<file path="config.mk">
export PLATFORM = sky130hd
export DESIGN_NAME = ppls_queue_flat
export DESIGN_NICKNAME = d
export VERILOG_FILES = /design/src/hdl/ppls_pkg.sv /design/src/hdl/ppls_if.sv /design/src/hdl/ppls_queue.sv /design/src/flat_wrapper.sv
export SDC_FILE = /design/constraint.sdc
export NUM_CORES = 1
export LEC_CHECK = 0
export ABC_CLOCK_PERIOD_IN_PS = 4100
export BUFFER_PORTS_ARGS = -buffer_cell sky130_fd_sc_hd__buf_2
export CORE_MARGIN = 1.5
export CORE_UTILIZATION = 57
export CTS_BUF_LIST = sky130_fd_sc_hd__clkbuf_8 sky130_fd_sc_hd__clkbuf_16
export DETAILED_ROUTE_END_ITERATION = 10
export PLACE_DENSITY = 0.89
export RECOVER_POWER = 25
export SKIP_CTS_REPAIR_TIMING = 1
export SYNTH_ARGS = -nofsm -noshare
export SYNTH_HDL_FRONTEND = slang
export SYNTH_SLANG_ARGS = --single-unit
</file>
<file path="constraint.sdc">
create_clock -name clk -period 4.1 [get_ports clk]
set_input_delay 0.205 -clock clk [delete_from_list [all_inputs] [get_ports clk]]
set_output_delay 0.205 -clock clk [all_outputs]
set_load 0.01 [all_outputs]
</file>
<file path="src/hdl/ppls_pkg.sv">
// shared constants, payload types and config record for the phong shading core
// no dependencies; every other file refers to this package by scoped names

package ppls_pkg;

	// field widths
	localparam int POS_W  = 20;
	localparam int VEC_W  = 16;
	localparam int CH_W   = 16;
	localparam int COEF_W = 16;
	localparam int SHIN_W = 8;
	localparam int OUT_W  = 18;
	localparam int FRAC   = 14;

	// config port
	localparam int CFG_IDX_W  = 3;
	localparam int CFG_DATA_W = 60;
	localparam int LPOS_W     = 3 * POS_W;
	localparam int RGB_W      = 3 * CH_W;

	localparam logic [CFG_IDX_W-1:0] REG_LIGHT_POSITION  = 3'd0;
	localparam logic [CFG_IDX_W-1:0] REG_LIGHT_INTENSITY = 3'd1;
	localparam logic [CFG_IDX_W-1:0] REG_SURFACE_COLOR   = 3'd2;
	localparam logic [CFG_IDX_W-1:0] REG_AMBIENT_COEFF   = 3'd3;
	localparam logic [CFG_IDX_W-1:0] REG_DIFFUSE_COEFF   = 3'd4;
	localparam logic [CFG_IDX_W-1:0] REG_SPECULAR_COEFF  = 3'd5;
	localparam logic [CFG_IDX_W-1:0] REG_SHININESS_EXP   = 3'd6;

	localparam logic [RGB_W-1:0]  RGB_ONE_RESET  = 48'h4000_4000_4000;
	localparam logic [COEF_W-1:0] AMBIENT_RESET  = 16'd1638;
	localparam logic [COEF_W-1:0] DIFFUSE_RESET  = 16'd14746;
	localparam logic [COEF_W-1:0] SPECULAR_RESET = 16'd14746;
	localparam logic [SHIN_W-1:0] SHININESS_RESET = 8'd200;

	localparam int QUEUE_DEPTH_DEFAULT = 4;

	// internal datapath widths
	localparam int MAG_W  = POS_W;          // |light - point|
	localparam int SUM_W  = 2 * MAG_W + 2;  // squared length
	localparam int RX_W   = SUM_W + 21;     // radicand s << 20, one spare bit
	localparam int ROOT_W = 31;             // floor sqrt of the radicand
	localparam int Q_W    = 15;             // light vector magnitude, at most 1.0
	localparam int DV_W   = MAG_W + 24 + 2; // divider remainder and trial
	localparam int L_W    = Q_W + 1;
	localparam int NDL_W  = 34;
	localparam int DL_W   = 18;
	localparam int R_W    = 36;
	localparam int RDE_W  = 54;
	localparam int RE_W   = 24;
	localparam int P_W    = 32;
	localparam int DR_W   = 20;
	localparam int SR_W   = 34;
	localparam int EFF_W  = 18;
	localparam int AMB_W  = 20;
	localparam int DIFF_W = 24;
	localparam int SPEC_W = 36;
	localparam int TOT_W  = SPEC_W + 1;
	localparam int POW_STEPS = (1 << SHIN_W) - 1;

	localparam logic [P_W-1:0]   ONE_Q14 = P_W'(1 << FRAC);
	localparam logic [P_W-1:0]   POW_CAP = '1;
	localparam logic [OUT_W-1:0] OUT_MAX = '1;

	typedef struct packed {
		logic signed [POS_W-1:0] point_x;
		logic signed [POS_W-1:0] point_y;
		logic signed [POS_W-1:0] point_z;
		logic signed [VEC_W-1:0] normal_x;
		logic signed [VEC_W-1:0] normal_y;
		logic signed [VEC_W-1:0] normal_z;
		logic signed [VEC_W-1:0] eye_x;
		logic signed [VEC_W-1:0] eye_y;
		logic signed [VEC_W-1:0] eye_z;
		logic                    shadowed;
	} in_item_t;

	typedef struct packed {
		logic [OUT_W-1:0] red;
		logic [OUT_W-1:0] green;
		logic [OUT_W-1:0] blue;
	} out_item_t;

	// classified item handed from front to back
	typedef struct packed {
		logic [2:0][MAG_W-1:0] mag;
		logic [2:0]            neg;
		logic [SUM_W-1:0]      sum_sq;
		logic [2:0][VEC_W-1:0] normal;
		logic [2:0][VEC_W-1:0] eye;
		logic                  shadowed;
	} qitem_t;

	typedef struct packed {
		logic [LPOS_W-1:0] light_position;
		logic [RGB_W-1:0]  light_intensity;
		logic [RGB_W-1:0]  surface_color;
		logic [COEF_W-1:0] ambient_coeff;
		logic [COEF_W-1:0] diffuse_coeff;
		logic [COEF_W-1:0] specular_coeff;
		logic [SHIN_W-1:0] shininess_exp;
	} cfg_t;

	// one 16-bit channel of a packed rgb register
	function automatic logic [CH_W-1:0] chan(input logic [RGB_W-1:0] packed_rgb,
		input int c);
		return packed_rgb[c*CH_W +: CH_W];
	endfunction

endpackage

</file>
<file path="src/hdl/ppls_if.sv">


interface ppls_queue_if;
	logic                 valid;
	logic                 ready;
	ppls_pkg::qitem_t     data;
	modport source (output valid, output data, input ready);
	modport sink (input valid, input data, output ready);
endinterface


</file>
<file path="src/hdl/ppls_queue.sv">
// short register queue between the front end and the shading pipeline
// depends on ppls_pkg and ppls_if

module ppls_queue #(
	parameter int DEPTH = ppls_pkg::QUEUE_DEPTH_DEFAULT
) (
	input  logic         clk,
	input  logic         arst_n,
	ppls_queue_if.sink   wr,
	ppls_queue_if.source rd
);

	localparam int IDX_W = (DEPTH > 1) ? $clog2(DEPTH) : 1;
	localparam int CNT_W = $clog2(DEPTH + 1);

	ppls_pkg::qitem_t  mem_q [DEPTH];
	logic [IDX_W-1:0]  wr_ptr_q, rd_ptr_q;
	logic [CNT_W-1:0]  count_q;
	logic              push, pop;

	assign wr.ready = (count_q != CNT_W'(DEPTH));
	assign rd.valid = (count_q != '0);
	assign rd.data  = mem_q[rd_ptr_q];
	assign push     = wr.valid && wr.ready;
	assign pop      = rd.valid && rd.ready;

	// pointers and fill count
	always_ff @(posedge clk or negedge arst_n) begin
		if (!arst_n) begin
			wr_ptr_q <= '0;
			rd_ptr_q <= '0;
			count_q  <= '0;
		end else begin
			if (push) begin
				wr_ptr_q <= (wr_ptr_q == IDX_W'(DEPTH - 1)) ? '0 : wr_ptr_q + 1'b1;
			end
			if (pop) begin
				rd_ptr_q <= (rd_ptr_q == IDX_W'(DEPTH - 1)) ? '0 : rd_ptr_q + 1'b1;
			end
			if (push && !pop) begin
				count_q <= count_q + 1'b1;
			end else if (pop && !push) begin
				count_q <= count_q - 1'b1;
			end
		end
	end

	// entry storage
	always_ff @(posedge clk) begin
		if (push) begin
			mem_q[wr_ptr_q] <= wr.data;
		end
	end

endmodule

</file>
<file path="src/flat_wrapper.sv">
// flat-port wrapper written by rule: the top's interface ports become plain ports
module ppls_queue_flat 
#(
	parameter int DEPTH = ppls_pkg::QUEUE_DEPTH_DEFAULT
)
  (clk, arst_n, wr_valid, wr_data, wr_ready, rd_valid, rd_data, rd_ready);
  ppls_queue_if wr_i ();
  ppls_queue_if rd_i ();
  input  logic clk;
  input  logic arst_n;
  input wire logic [$bits(wr_i.valid)-1:0] wr_valid;
  input wire logic [$bits(wr_i.data)-1:0] wr_data;
  output wire logic [$bits(wr_i.ready)-1:0] wr_ready;
  output wire logic [$bits(rd_i.valid)-1:0] rd_valid;
  output wire logic [$bits(rd_i.data)-1:0] rd_data;
  input wire logic [$bits(rd_i.ready)-1:0] rd_ready;
  assign wr_i.valid = wr_valid;
  assign wr_i.data = wr_data;
  assign wr_ready = wr_i.ready;
  assign rd_valid = rd_i.valid;
  assign rd_data = rd_i.data;
  assign rd_i.ready = rd_ready;
  ppls_queue #(.DEPTH(DEPTH)) u_core (.clk(clk), .arst_n(arst_n), .wr(wr_i), .rd(rd_i));
endmodule
</file>
==> impl_results.md <==
* Status: complete, no violations
* Capture point of the worst reg-to-reg path: u_core.mem_q[0][137]
* Core area at 0.05130 mm2
* Flop2flop setup slack at 1.80 ns
* Number of CTS-inserted buffers at 79
* CTS Buffer Depth at 3
* Vias per inst at 5.956
* Syn Area/Cell at 27.11 um2
* FF+latch count, synth at 815
* Total gr overflow at 0
* Min-delay src: rd_ready
* Met1 track demand over resource at 0.2868
* Sequential Area at 0.02445 mm2
* Distinct cells, synth at 19
* Syn. warnings at 0
* Seq/Total Area, Yosys at 0.8256
* Area share of the largest cell type after synthesis at 0.8197
* Critical path peak fanout at 41
* Leakage at 12.56 nW
* Hold endpoint: u_core.rd_ptr_q[0]
* R2r startpoint: u_core.count_q[2]
* Top post-synthesis cells by area: edfxtp_1 (82%), mux4_2 (15%), buf_6 (0.72%), dfrtp_1 (0.59%), buf_2 (0.39%)
* CP required at 3.89 ns
* Initial detailed-routing violation count at 1,345
* Clock Root Buffer: clkbuf_16
* WP data arrival at 2.83 ns
* Chip Width at 230.9 um
* Cell-internal power at 18.58 mW
* Area grow syn2layout at 25.15%
* DPL Wire Length at 37.18 mm
* Final hold violation count at 0
* Vias in the first global route at 14,740
* Starting Density at 0.5770
* Post-synth top flop: edfxtp_1
* Share of cells above drive strength 1 at 0.3524
* Routed wire length at 70.91 mm
* Largest net degree at the start of global routing at 90
* Final std cells w/o fill at 2,521
* First-pass GRT wire length at 92.07 mm
* Fill cell count at 2,800
* Crit share post-route at 0.7409
* Clock power frac at 0.265
* Switching pwr at 7.975 mW
* Clk sinks at 815
* GPL Wtd Cong at 0.7658
* Synthesized area at 0.02960 mm2
* Die ar. at 0.05331 mm2
* Most common cell in the netlist: edfxtp_1
* DR DRC count at 0
* Post-synthesis cell count at 1,092
* RSZ-0062 raised after global routing: false
* Initial antenna violation count at 6
* Syn_nets at 1,305
* Pins Over Slew Limit at 0
* Seq pwr share at 0.441
* Detailed-route via count at 15,020
* Clk_lat worst skew at 0.62 ns
* Total track usage at 0.2377
* # rows at 83
* Rel. slew slack at 0.3628
* Multi-input gate area at 0.004822 mm2
* IO Pins at 410
* Hold path cells at 3
* VDD IR-drop max at 600.0 uV
* Register clock-pin slew on the reported worst setup and hold paths at 0.06 ns
* Setup TNS at 0 ns
* Number of max-cap violations at 0
* Cell taking the most area after synthesis: edfxtp_1
* 1st-pass router iterations at 5
* Average routed wire per standard cell at 28.13 um
* Hold Path Class: in -> reg
* Crit path kind: reg -> out
* Met3 Usage GRT at 0.08189
* Worst slew pin tran at 0.9558 ns
* Min Clock Period, post-route at 3.038 ns
* Die Span Y at 230.9 um
* Combinational share of power at 0.294
* Switching share of power at 0.3003
* Post-DRT Antenna Nets at 0
* Worst Skew at 0.03339 ns
* Number of H-tree levels at 3
* TritonCTS clock tree: yes
* EDFF count, synth at 808
* Nets at 1,988
* Max Fclk at 329.2 MHz
* PD cells at 716.9 mW/mm2
* Worst Setup Start Kind: flop
* # port buffers at 409
* Synth async-reset ratio at 0.008589
* M2 GR Usage at 0.4001
* Synth cell count leaders: edfxtp_1 (808), mux4_2 (202), buf_2 (23), buf_6 (19), dfrtp_1 (7)
* Worst reg2reg path depth at 3
* # setup viols final at 0
* Crit end category: output port
* Cells after DPL at 2,170
* Busiest grt layer: met2
cell usage in the layout (no fill, tap or decap), types with 2 or more instances in the layout:
cell type and n:
diode_2 5, inv_1 23, clkbuf_16 82, clkbuf_1 121
edfxtp_1 808, mux2_4 2, nor2_1 3, clkinv_2 12
dlygate4sd3_1 204, inv_6 3, ha_1 6, dfrtp_4 2
clkinv_1 14, xor2_1 2, buf_2 288, mux4_2 202
dfrtp_1 5, bufinv_16 6, clkinv_4 2, mux2_2 3
and3_4 4, buf_4 19, buf_12 16
worst max-delay path by stage:
stage | from | end | slack [ns]
4_1_cts | u_core.rd_ptr_q[0] | rd_data[131] | 0.94
6_report | u_core.rd_ptr_q[0] | rd_data[131] | 1.06
5_1_grt | u_core.rd_ptr_q[0] | rd_data[131] | 0.87
2_1_floorplan | u_core.count_q[2] | u_core.mem_q[0][0] | 0.52
3_3_place_gp | u_core.rd_ptr_q[0] | rd_data[200] | 1.66
3_5_place_dp | u_core.rd_ptr_q[0] | rd_data[200] | 1.63
critical path, stage by stage, from the launching register on:
cell and delay [ns]:
dfrtp_4 1.01, buf_4 0.43, mux4_2 0.60, buf_2 0.17
layout make-up:
class | instances | area share
sequential | 815 | 0.6599
multi-input combinational | 228 | 0.1302
timing repair buffer | 648 | 0.1188
clock buffer | 83 | 0.05576
tap | 680 | 0.02297
clock inverter | 59 | 0.01175
antenna | 5 | 0.0003378
inverter | 3 | 0.0003040
kinds of logic after synthesis:
logic type	count (synthesis)	share of synthesized area
buf+inv	49	0.01200
flops	815	0.8256
mux	207	0.1558
simple gates	11	0.002452
xor+xnor	3	0.0008878
fa+ha+maj	7	0.003212
power by group through the flow:
| stage | Combinational, mW | Clock [mW] | Sequential (mW) |
|---|---|---|---|
| CTS | 7.64 | 7.06 | 11.7 |
| global placement | 7.42 | 0 | 11.6 |
| floorplan | 4.90 | 0 | 11.5 |
| finish | 7.81 | 7.03 | 11.7 |
| global route | 8.24 | 7.43 | 11.8 |
| detailed placement | 7.52 | 0 | 11.8 |
state kept, by name, summed over array words and instances, names as in the netlist:
name             count
u_core.mem_q       808
u_core.wr_ptr_q      2
u_core.rd_ptr_q      2
u_core.count_q       3
metrics by stage:
step	area, um2	worst slack, ns	hold WS [ns]	power (mW)	utilization
after detailed placement	32640	1.632	0.05887	19.29	0.6362
after global placement	32640	1.658	0.05324	19.03	0.6362
after CTS	35140	0.9423	-0.6077	26.36	0.6850
after global routing	37040	0.8661	0.01901	27.48	0.7219
after floorplan	29600	0.5229	-0.09059	16.43	-
final	37040	1.062	0.02320	26.56	0.7221
layer usage:
layer	vias up	wire, um
met5	-	22
met4	4	2477
met3	152	5988
met2	876	37770
met1	7842	24650
li1	6142	-
(Power assumes the default switching activity.)
