===== src/hdl/ppls_pkg.sv =====
// shared constants, payload types and config record for the phong shading core
// no dependencies; every other file refers to this package by scoped names

package ppls_pkg;

	// field widths
	localparam int POS_W  = 20;
	localparam int VEC_W  = 16;
	localparam int CH_W   = 16;
	localparam int COEF_W = 16;
	localparam int SHIN_W = 8;
	localparam int OUT_W  = 18;
	localparam int FRAC   = 14;

	// config port
	localparam int CFG_IDX_W  = 3;
	localparam int CFG_DATA_W = 60;
	localparam int LPOS_W     = 3 * POS_W;
	localparam int RGB_W      = 3 * CH_W;

	localparam logic [CFG_IDX_W-1:0] REG_LIGHT_POSITION  = 3'd0;
	localparam logic [CFG_IDX_W-1:0] REG_LIGHT_INTENSITY = 3'd1;
	localparam logic [CFG_IDX_W-1:0] REG_SURFACE_COLOR   = 3'd2;
	localparam logic [CFG_IDX_W-1:0] REG_AMBIENT_COEFF   = 3'd3;
	localparam logic [CFG_IDX_W-1:0] REG_DIFFUSE_COEFF   = 3'd4;
	localparam logic [CFG_IDX_W-1:0] REG_SPECULAR_COEFF  = 3'd5;
	localparam logic [CFG_IDX_W-1:0] REG_SHININESS_EXP   = 3'd6;

	localparam logic [RGB_W-1:0]  RGB_ONE_RESET  = 48'h4000_4000_4000;
	localparam logic [COEF_W-1:0] AMBIENT_RESET  = 16'd1638;
	localparam logic [COEF_W-1:0] DIFFUSE_RESET  = 16'd14746;
	localparam logic [COEF_W-1:0] SPECULAR_RESET = 16'd14746;
	localparam logic [SHIN_W-1:0] SHININESS_RESET = 8'd200;

	localparam int QUEUE_DEPTH_DEFAULT = 4;

	// internal datapath widths
	localparam int MAG_W  = POS_W;          // |light - point|
	localparam int SUM_W  = 2 * MAG_W + 2;  // squared length
	localparam int RX_W   = SUM_W + 21;     // radicand s << 20, one spare bit
	localparam int ROOT_W = 31;             // floor sqrt of the radicand
	localparam int Q_W    = 15;             // light vector magnitude, at most 1.0
	localparam int DV_W   = MAG_W + 24 + 2; // divider remainder and trial
	localparam int L_W    = Q_W + 1;
	localparam int NDL_W  = 34;
	localparam int DL_W   = 18;
	localparam int R_W    = 36;
	localparam int RDE_W  = 54;
	localparam int RE_W   = 24;
	localparam int P_W    = 32;
	localparam int DR_W   = 20;
	localparam int SR_W   = 34;
	localparam int EFF_W  = 18;
	localparam int AMB_W  = 20;
	localparam int DIFF_W = 24;
	localparam int SPEC_W = 36;
	localparam int TOT_W  = SPEC_W + 1;
	localparam int POW_STEPS = (1 << SHIN_W) - 1;

	localparam logic [P_W-1:0]   ONE_Q14 = P_W'(1 << FRAC);
	localparam logic [P_W-1:0]   POW_CAP = '1;
	localparam logic [OUT_W-1:0] OUT_MAX = '1;

	typedef struct packed {
		logic signed [POS_W-1:0] point_x;
		logic signed [POS_W-1:0] point_y;
		logic signed [POS_W-1:0] point_z;
		logic signed [VEC_W-1:0] normal_x;
		logic signed [VEC_W-1:0] normal_y;
		logic signed [VEC_W-1:0] normal_z;
		logic signed [VEC_W-1:0] eye_x;
		logic signed [VEC_W-1:0] eye_y;
		logic signed [VEC_W-1:0] eye_z;
		logic                    shadowed;
	} in_item_t;

	typedef struct packed {
		logic [OUT_W-1:0] red;
		logic [OUT_W-1:0] green;
		logic [OUT_W-1:0] blue;
	} out_item_t;

	// classified item handed from front to back
	typedef struct packed {
		logic [2:0][MAG_W-1:0] mag;
		logic [2:0]            neg;
		logic [SUM_W-1:0]      sum_sq;
		logic [2:0][VEC_W-1:0] normal;
		logic [2:0][VEC_W-1:0] eye;
		logic                  shadowed;
	} qitem_t;

	typedef struct packed {
		logic [LPOS_W-1:0] light_position;
		logic [RGB_W-1:0]  light_intensity;
		logic [RGB_W-1:0]  surface_color;
		logic [COEF_W-1:0] ambient_coeff;
		logic [COEF_W-1:0] diffuse_coeff;
		logic [COEF_W-1:0] specular_coeff;
		logic [SHIN_W-1:0] shininess_exp;
	} cfg_t;

	// one 16-bit channel of a packed rgb register
	function automatic logic [CH_W-1:0] chan(input logic [RGB_W-1:0] packed_rgb,
		input int c);
		return packed_rgb[c*CH_W +: CH_W];
	endfunction

endpackage


===== src/hdl/ppls_if.sv =====
// valid/ready stream interfaces for the phong shading core channels
// depends on ppls_pkg for the payload types

interface ppls_in_if;
	logic                 valid;
	logic                 ready;
	ppls_pkg::in_item_t   data;
	modport source (output valid, output data, input ready);
	modport sink (input valid, input data, output ready);
endinterface

interface ppls_queue_if;
	logic                 valid;
	logic                 ready;
	ppls_pkg::qitem_t     data;
	modport source (output valid, output data, input ready);
	modport sink (input valid, input data, output ready);
endinterface



===== src/hdl/ppls_front.sv =====
// front end: takes samples, forms the light offset and its squared length
// depends on ppls_pkg and ppls_if

module ppls_front (
	input  logic                            clk,
	input  logic                            arst_n,
	input  logic [ppls_pkg::LPOS_W-1:0]     light_position,
	ppls_in_if.sink                         in_stream,
	ppls_queue_if.source                    q_stream
);

	localparam int POS_W = ppls_pkg::POS_W;
	localparam int SUM_W = ppls_pkg::SUM_W;

	logic                  fe;
	logic                  v_s1, v_s2;
	ppls_pkg::qitem_t      item_s1, item_s2;
	logic [2:0][POS_W-1:0] lp_a, pt_a;
	logic signed [POS_W:0] d [3];
	logic [2:0][POS_W-1:0] mag_c;
	logic [2:0]            neg_c;
	logic [SUM_W-1:0]      m0, m1, m2;

	// both stages move together unless the queue refuses the head
	assign fe = !(v_s2 && !q_stream.ready);
	assign in_stream.ready = fe;

	// offset from point to light, split into sign and magnitude
	always_comb begin
		pt_a = {in_stream.data.point_z, in_stream.data.point_y, in_stream.data.point_x};
		for (int i = 0; i < 3; i++) begin
			lp_a[i] = light_position[i*POS_W +: POS_W];
			d[i] = $signed({lp_a[i][POS_W-1], lp_a[i]}) - $signed({pt_a[i][POS_W-1], pt_a[i]});
			neg_c[i] = d[i][POS_W];
			mag_c[i] = d[i][POS_W] ? POS_W'(-d[i]) : d[i][POS_W-1:0];
		end
	end

	always_ff @(posedge clk or negedge arst_n) begin
		if (!arst_n) begin
			v_s1 <= 1'b0;
			v_s2 <= 1'b0;
		end else if (fe) begin
			v_s1 <= in_stream.valid;
			v_s2 <= v_s1;
		end
	end

	// stage 1 payload
	always_ff @(posedge clk) begin
		if (fe) begin
			item_s1.mag      <= mag_c;
			item_s1.neg      <= neg_c;
			item_s1.sum_sq   <= '0;
			item_s1.normal   <= {in_stream.data.normal_z, in_stream.data.normal_y,
				in_stream.data.normal_x};
			item_s1.eye      <= {in_stream.data.eye_z, in_stream.data.eye_y,
				in_stream.data.eye_x};
			item_s1.shadowed <= in_stream.data.shadowed;
		end
	end

	// squared length of the offset
	assign m0 = SUM_W'(item_s1.mag[0]);
	assign m1 = SUM_W'(item_s1.mag[1]);
	assign m2 = SUM_W'(item_s1.mag[2]);

	always_ff @(posedge clk) begin
		if (fe) begin
			item_s2.mag      <= item_s1.mag;
			item_s2.neg      <= item_s1.neg;
			item_s2.normal   <= item_s1.normal;
			item_s2.eye      <= item_s1.eye;
			item_s2.shadowed <= item_s1.shadowed;
			item_s2.sum_sq   <= m0 * m0 + m1 * m1 + m2 * m2;
		end
	end

	assign q_stream.valid = v_s2;
	assign q_stream.data  = item_s2;

endmodule


===== src/flat_wrapper.sv =====
// flat-port wrapper written by rule: the top's interface ports become plain ports
module ppls_front_flat 
  (clk, arst_n, light_position, in_stream_valid, in_stream_data, in_stream_ready, q_stream_valid, q_stream_data, q_stream_ready);
  ppls_in_if in_stream_i ();
  ppls_queue_if q_stream_i ();
  input  logic clk;
  input  logic arst_n;
  input  logic [ppls_pkg::LPOS_W-1:0] light_position;
  input wire logic [$bits(in_stream_i.valid)-1:0] in_stream_valid;
  input wire logic [$bits(in_stream_i.data)-1:0] in_stream_data;
  output wire logic [$bits(in_stream_i.ready)-1:0] in_stream_ready;
  output wire logic [$bits(q_stream_i.valid)-1:0] q_stream_valid;
  output wire logic [$bits(q_stream_i.data)-1:0] q_stream_data;
  input wire logic [$bits(q_stream_i.ready)-1:0] q_stream_ready;
  assign in_stream_i.valid = in_stream_valid;
  assign in_stream_i.data = in_stream_data;
  assign in_stream_ready = in_stream_i.ready;
  assign q_stream_valid = q_stream_i.valid;
  assign q_stream_data = q_stream_i.data;
  assign q_stream_i.ready = q_stream_ready;
  ppls_front u_core (.clk(clk), .arst_n(arst_n), .light_position(light_position), .in_stream(in_stream_i), .q_stream(q_stream_i));
endmodule

===== config.mk =====
export PLATFORM = sky130hd
export DESIGN_NAME = ppls_front_flat
export DESIGN_NICKNAME = d
export VERILOG_FILES = /design/src/hdl/ppls_pkg.sv /design/src/hdl/ppls_if.sv /design/src/hdl/ppls_front.sv /design/src/flat_wrapper.sv
export SDC_FILE = /design/constraint.sdc
export NUM_CORES = 2
export LEC_CHECK = 0
export ABC_AREA = 1
export BUFFER_PORTS_ARGS = -buffer_cell sky130_fd_sc_hd__buf_2
export CORE_ASPECT_RATIO = 1.2
export CORE_UTILIZATION = 60
export CTS_CLUSTER_SIZE = 30
export DETAILED_ROUTE_END_ITERATION = 6
export PLACE_DENSITY_LB_ADDON = 0.05
export SYNTH_ARGS = -nofsm -noshare
export SYNTH_HDL_FRONTEND = slang
export SYNTH_SLANG_ARGS = --single-unit

===== constraint.sdc =====
create_clock -name clk -period 15.1 [get_ports clk]
set_input_delay 3.02 -clock clk [delete_from_list [all_inputs] [get_ports clk]]
set_output_delay 3.02 -clock clk [all_outputs]
set_load 0.02 [all_outputs]

==> run summary <==
outcome - complete, but fails checks
failing checks - DRC
RD Place Congestion - 1.00
clk_lat worst skew - 640 ps
number of synthesized flops with an enable pin - 362
Fin. Hold Viols - 0
Final Max Tran Viols - 0
P&R area growth vs syn - 8.84%
mapped cell area - 56,400 um2
post-synthesis simple-gate area fraction - 15.5%
Clock transition at path regs - 60 ps
Slew HR - 18.3%
Gate Count Post-Synth - 6,578
Final min period - 9740 ps
crit path capture type - flip-flop
layout cell share with drive strength beyond 1 - 9.27%
1st-iter DRT viols - 2,547
CTS Buf Count - 43
Critical-path top delay cell - edfxtp_1
I/O Buffers - 424
core area - 92,700 um2
multiplexer share of the synthesized area - 0%
Crit path top cell by count - fa_1
Final setup viols - 0
Worst Hold Class - reg2reg
Post-CTS Hold Buffers - 0
Crit Path Max Fanout - 22
DRT Pass-1 Iters - 7
setup TNS - 0 ps
row cnt - 122
Placed Cells - 8,157
vias in the first global route - 44,700
vias post-DR - 43,100
fillcell total - 7,933
Final Skew - 45.5 ps
CTS root buffer - clkbuf_16
CP peak stage delay - 1160 ps
post-synthesis sequential area ratio - 19.3%
fin nets - 8,615
commonest cells after routing, fill and taps aside - inv_1 (1,775), nand2_1 (1,398), fa_1 (878), ha_1 (554), buf_2 (424)
Seq cells post-synth - 364
total clock sinks - 364
Final ANT Viol Nets - 0
most common cell after layout, fill and taps aside - inv_1
synth unique cells - 52
synthesized-area fraction occupied by adder cells - 43.4%
DRC - 7
WL final - 144,000 um
Die H - 338 um
Ports - 425
Ys Warns - 0
Net Count, Synth - 8,231
final worst path period share - 64.5%
GRT Total Usage - 31.1%
largest family of logic cells by synthesized area - adder cells
Critical Path RT - 15,520 ps
TritonCTS clock tree - built
WL/cell - 17.5 um
Initial Util - 60.9%
# H-tree levels - 2
first-pass GRT wire length - 231,000 um
Max-Cap Viols - 0
Clock Path Buffers - 3
Slew @ Worst Pin - 1230 ps
Setup crit start kind - flip-flop
non-filler cells in the finished layout - 8,240
ys flop type - edfxtp_1
Overflow after GRT - 0
die area - 95,300 um2
Syn Area/Cell - 8.58 um2
post-cts resize count - 0
Synth Area in XOR/XNOR - 3.48%
chip width - 282 um
setup repair bufs after CTS - 0
largest net degree at the start of global routing - 172
FMAX - 0.103 GHz
post-DP HPWL - 122,000 um
Synth async-reset ratio - 0.549%
compound-gate portion of the synthesized area - 5.50%
Vias/cell - 5.23
critical path arrival - 10,160 ps
CP Class - reg2reg
unrepaired setup endpoints after global routing - false
initial antenna violation count - 15
[cells by family after synthesis]
kind of cell               after synthesis
xor gates and xnor gates               224
buffers and inverters                 1912
adders and majority gates             1432
and+or+nand+nor                       2109
DFF                                    364
AOI/OAI and AO/OA                      537
[worst max-delay path: cells and delay by family, from the launching register on]
family,cells,cell delay (ps)
xor+xnor,2,640
buf+inv,6,420
fa+ha+maj,10,4740
compound gates,2,380
flops,1,1160
simple gates,10,2190
[cell type report]
cell class | instances | area, um2 | area share (%)
multi-input cells | 4302 | 38300 | 62.4
flip-flops and latches | 364 | 10900 | 17.8
inverters | 1789 | 6720 | 10.9
repair buffers | 462 | 2420 | 3.94
well taps | 1240 | 1550 | 2.53
clock buffers | 45 | 1090 | 1.78
clock inverters | 31 | 393 | 0.640
diodes | 7 | 17.5 | 0.0285
[path summary, 6_finish.rpt]
kind	slack (ps)	cells after the start	to	start
min in group asynchronous	2170	1	u_core.q_stream.valid$_DFFE_PN0N_	arst_n
max	5360	30	u_core.q_stream.data[133]$_DFFE_PN_	u_core.item_s1[169]$_DFFE_PN_
max reg2reg	5360	30	u_core.q_stream.data[133]$_DFFE_PN_	u_core.item_s1[169]$_DFFE_PN_
min	420	0	u_core.q_stream.data[78]$_DFFE_PN_	u_core.item_s1[78]$_DFFE_PN_
max in group asynchronous	12840	1	u_core.v_s1$_DFFE_PN0N_	arst_n
min reg2reg	420	0	u_core.q_stream.data[78]$_DFFE_PN_	u_core.item_s1[78]$_DFFE_PN_
[stage by stage]
stage	hold WS, ps	cell area, um2	setup WS, ps	utilization, %
6_report	417	61400	5360	66.3
5_1_grt	415	61400	4980	66.3
4_1_cts	417	61400	5490	66.3
3_5_place_dp	405	59900	5620	64.7
3_3_place_gp	400	59900	5580	64.7
2_1_floorplan	400	56400	1260	-
[cells in the mapped netlist (4+ instances only)]
cell	count	share of area [%]
o21ai_0	119	1.1
o211ai_1	5	0.067
and2_1	4	0.044
and3_1	6	0.067
xor2_1	148	2.3
a21oi_1	247	2.2
a31oi_1	24	0.27
nand2_2	40	0.44
xnor2_1	76	1.2
ha_1	554	12
a221oi_1	5	0.078
nor2_1	312	2.1
nor4_1	12	0.13
or2_2	10	0.11
nand3_2	12	0.21
a21boi_0	13	0.17
nor2_2	16	0.18
clkbuf_1	83	0.55
buf_1	33	0.22
edfxtp_1	362	19
nand3b_1	19	0.25
nor3_1	48	0.43
o2111ai_1	4	0.062
a21oi_2	8	0.12
nand2_1	1399	9.3
inv_1	1775	12
nand4_1	40	0.44
inv_2	11	0.073
a21o_1	24	0.32
o21ai_2	7	0.11
o21bai_1	51	0.68
fa_1	878	31
nand3_1	184	1.6
o21ai_1	11	0.098
o21a_1	9	0.12
[flip-flops by register name, summed over array words and instances, names as in the netlist]
name,flops
u_core.q_stream.valid,1
u_core.q_stream.data,202
u_core.v_s1,1
u_core.item_s1,160
[per-layer routing]
metal | GRT usage (%) | wire length, um | vias up
met5 | 0 | 97 | -
met4 | 10.9 | 5360 | 16
met3 | 3.98 | 8150 | 277
met2 | 55.5 | 72800 | 1254
met1 | 38.7 | 57600 | 21000
li1 | - | - | 20600
Power is not shown: default switching activity piles up to over one toggle a cycle in this logic, so the estimate is an artifact.
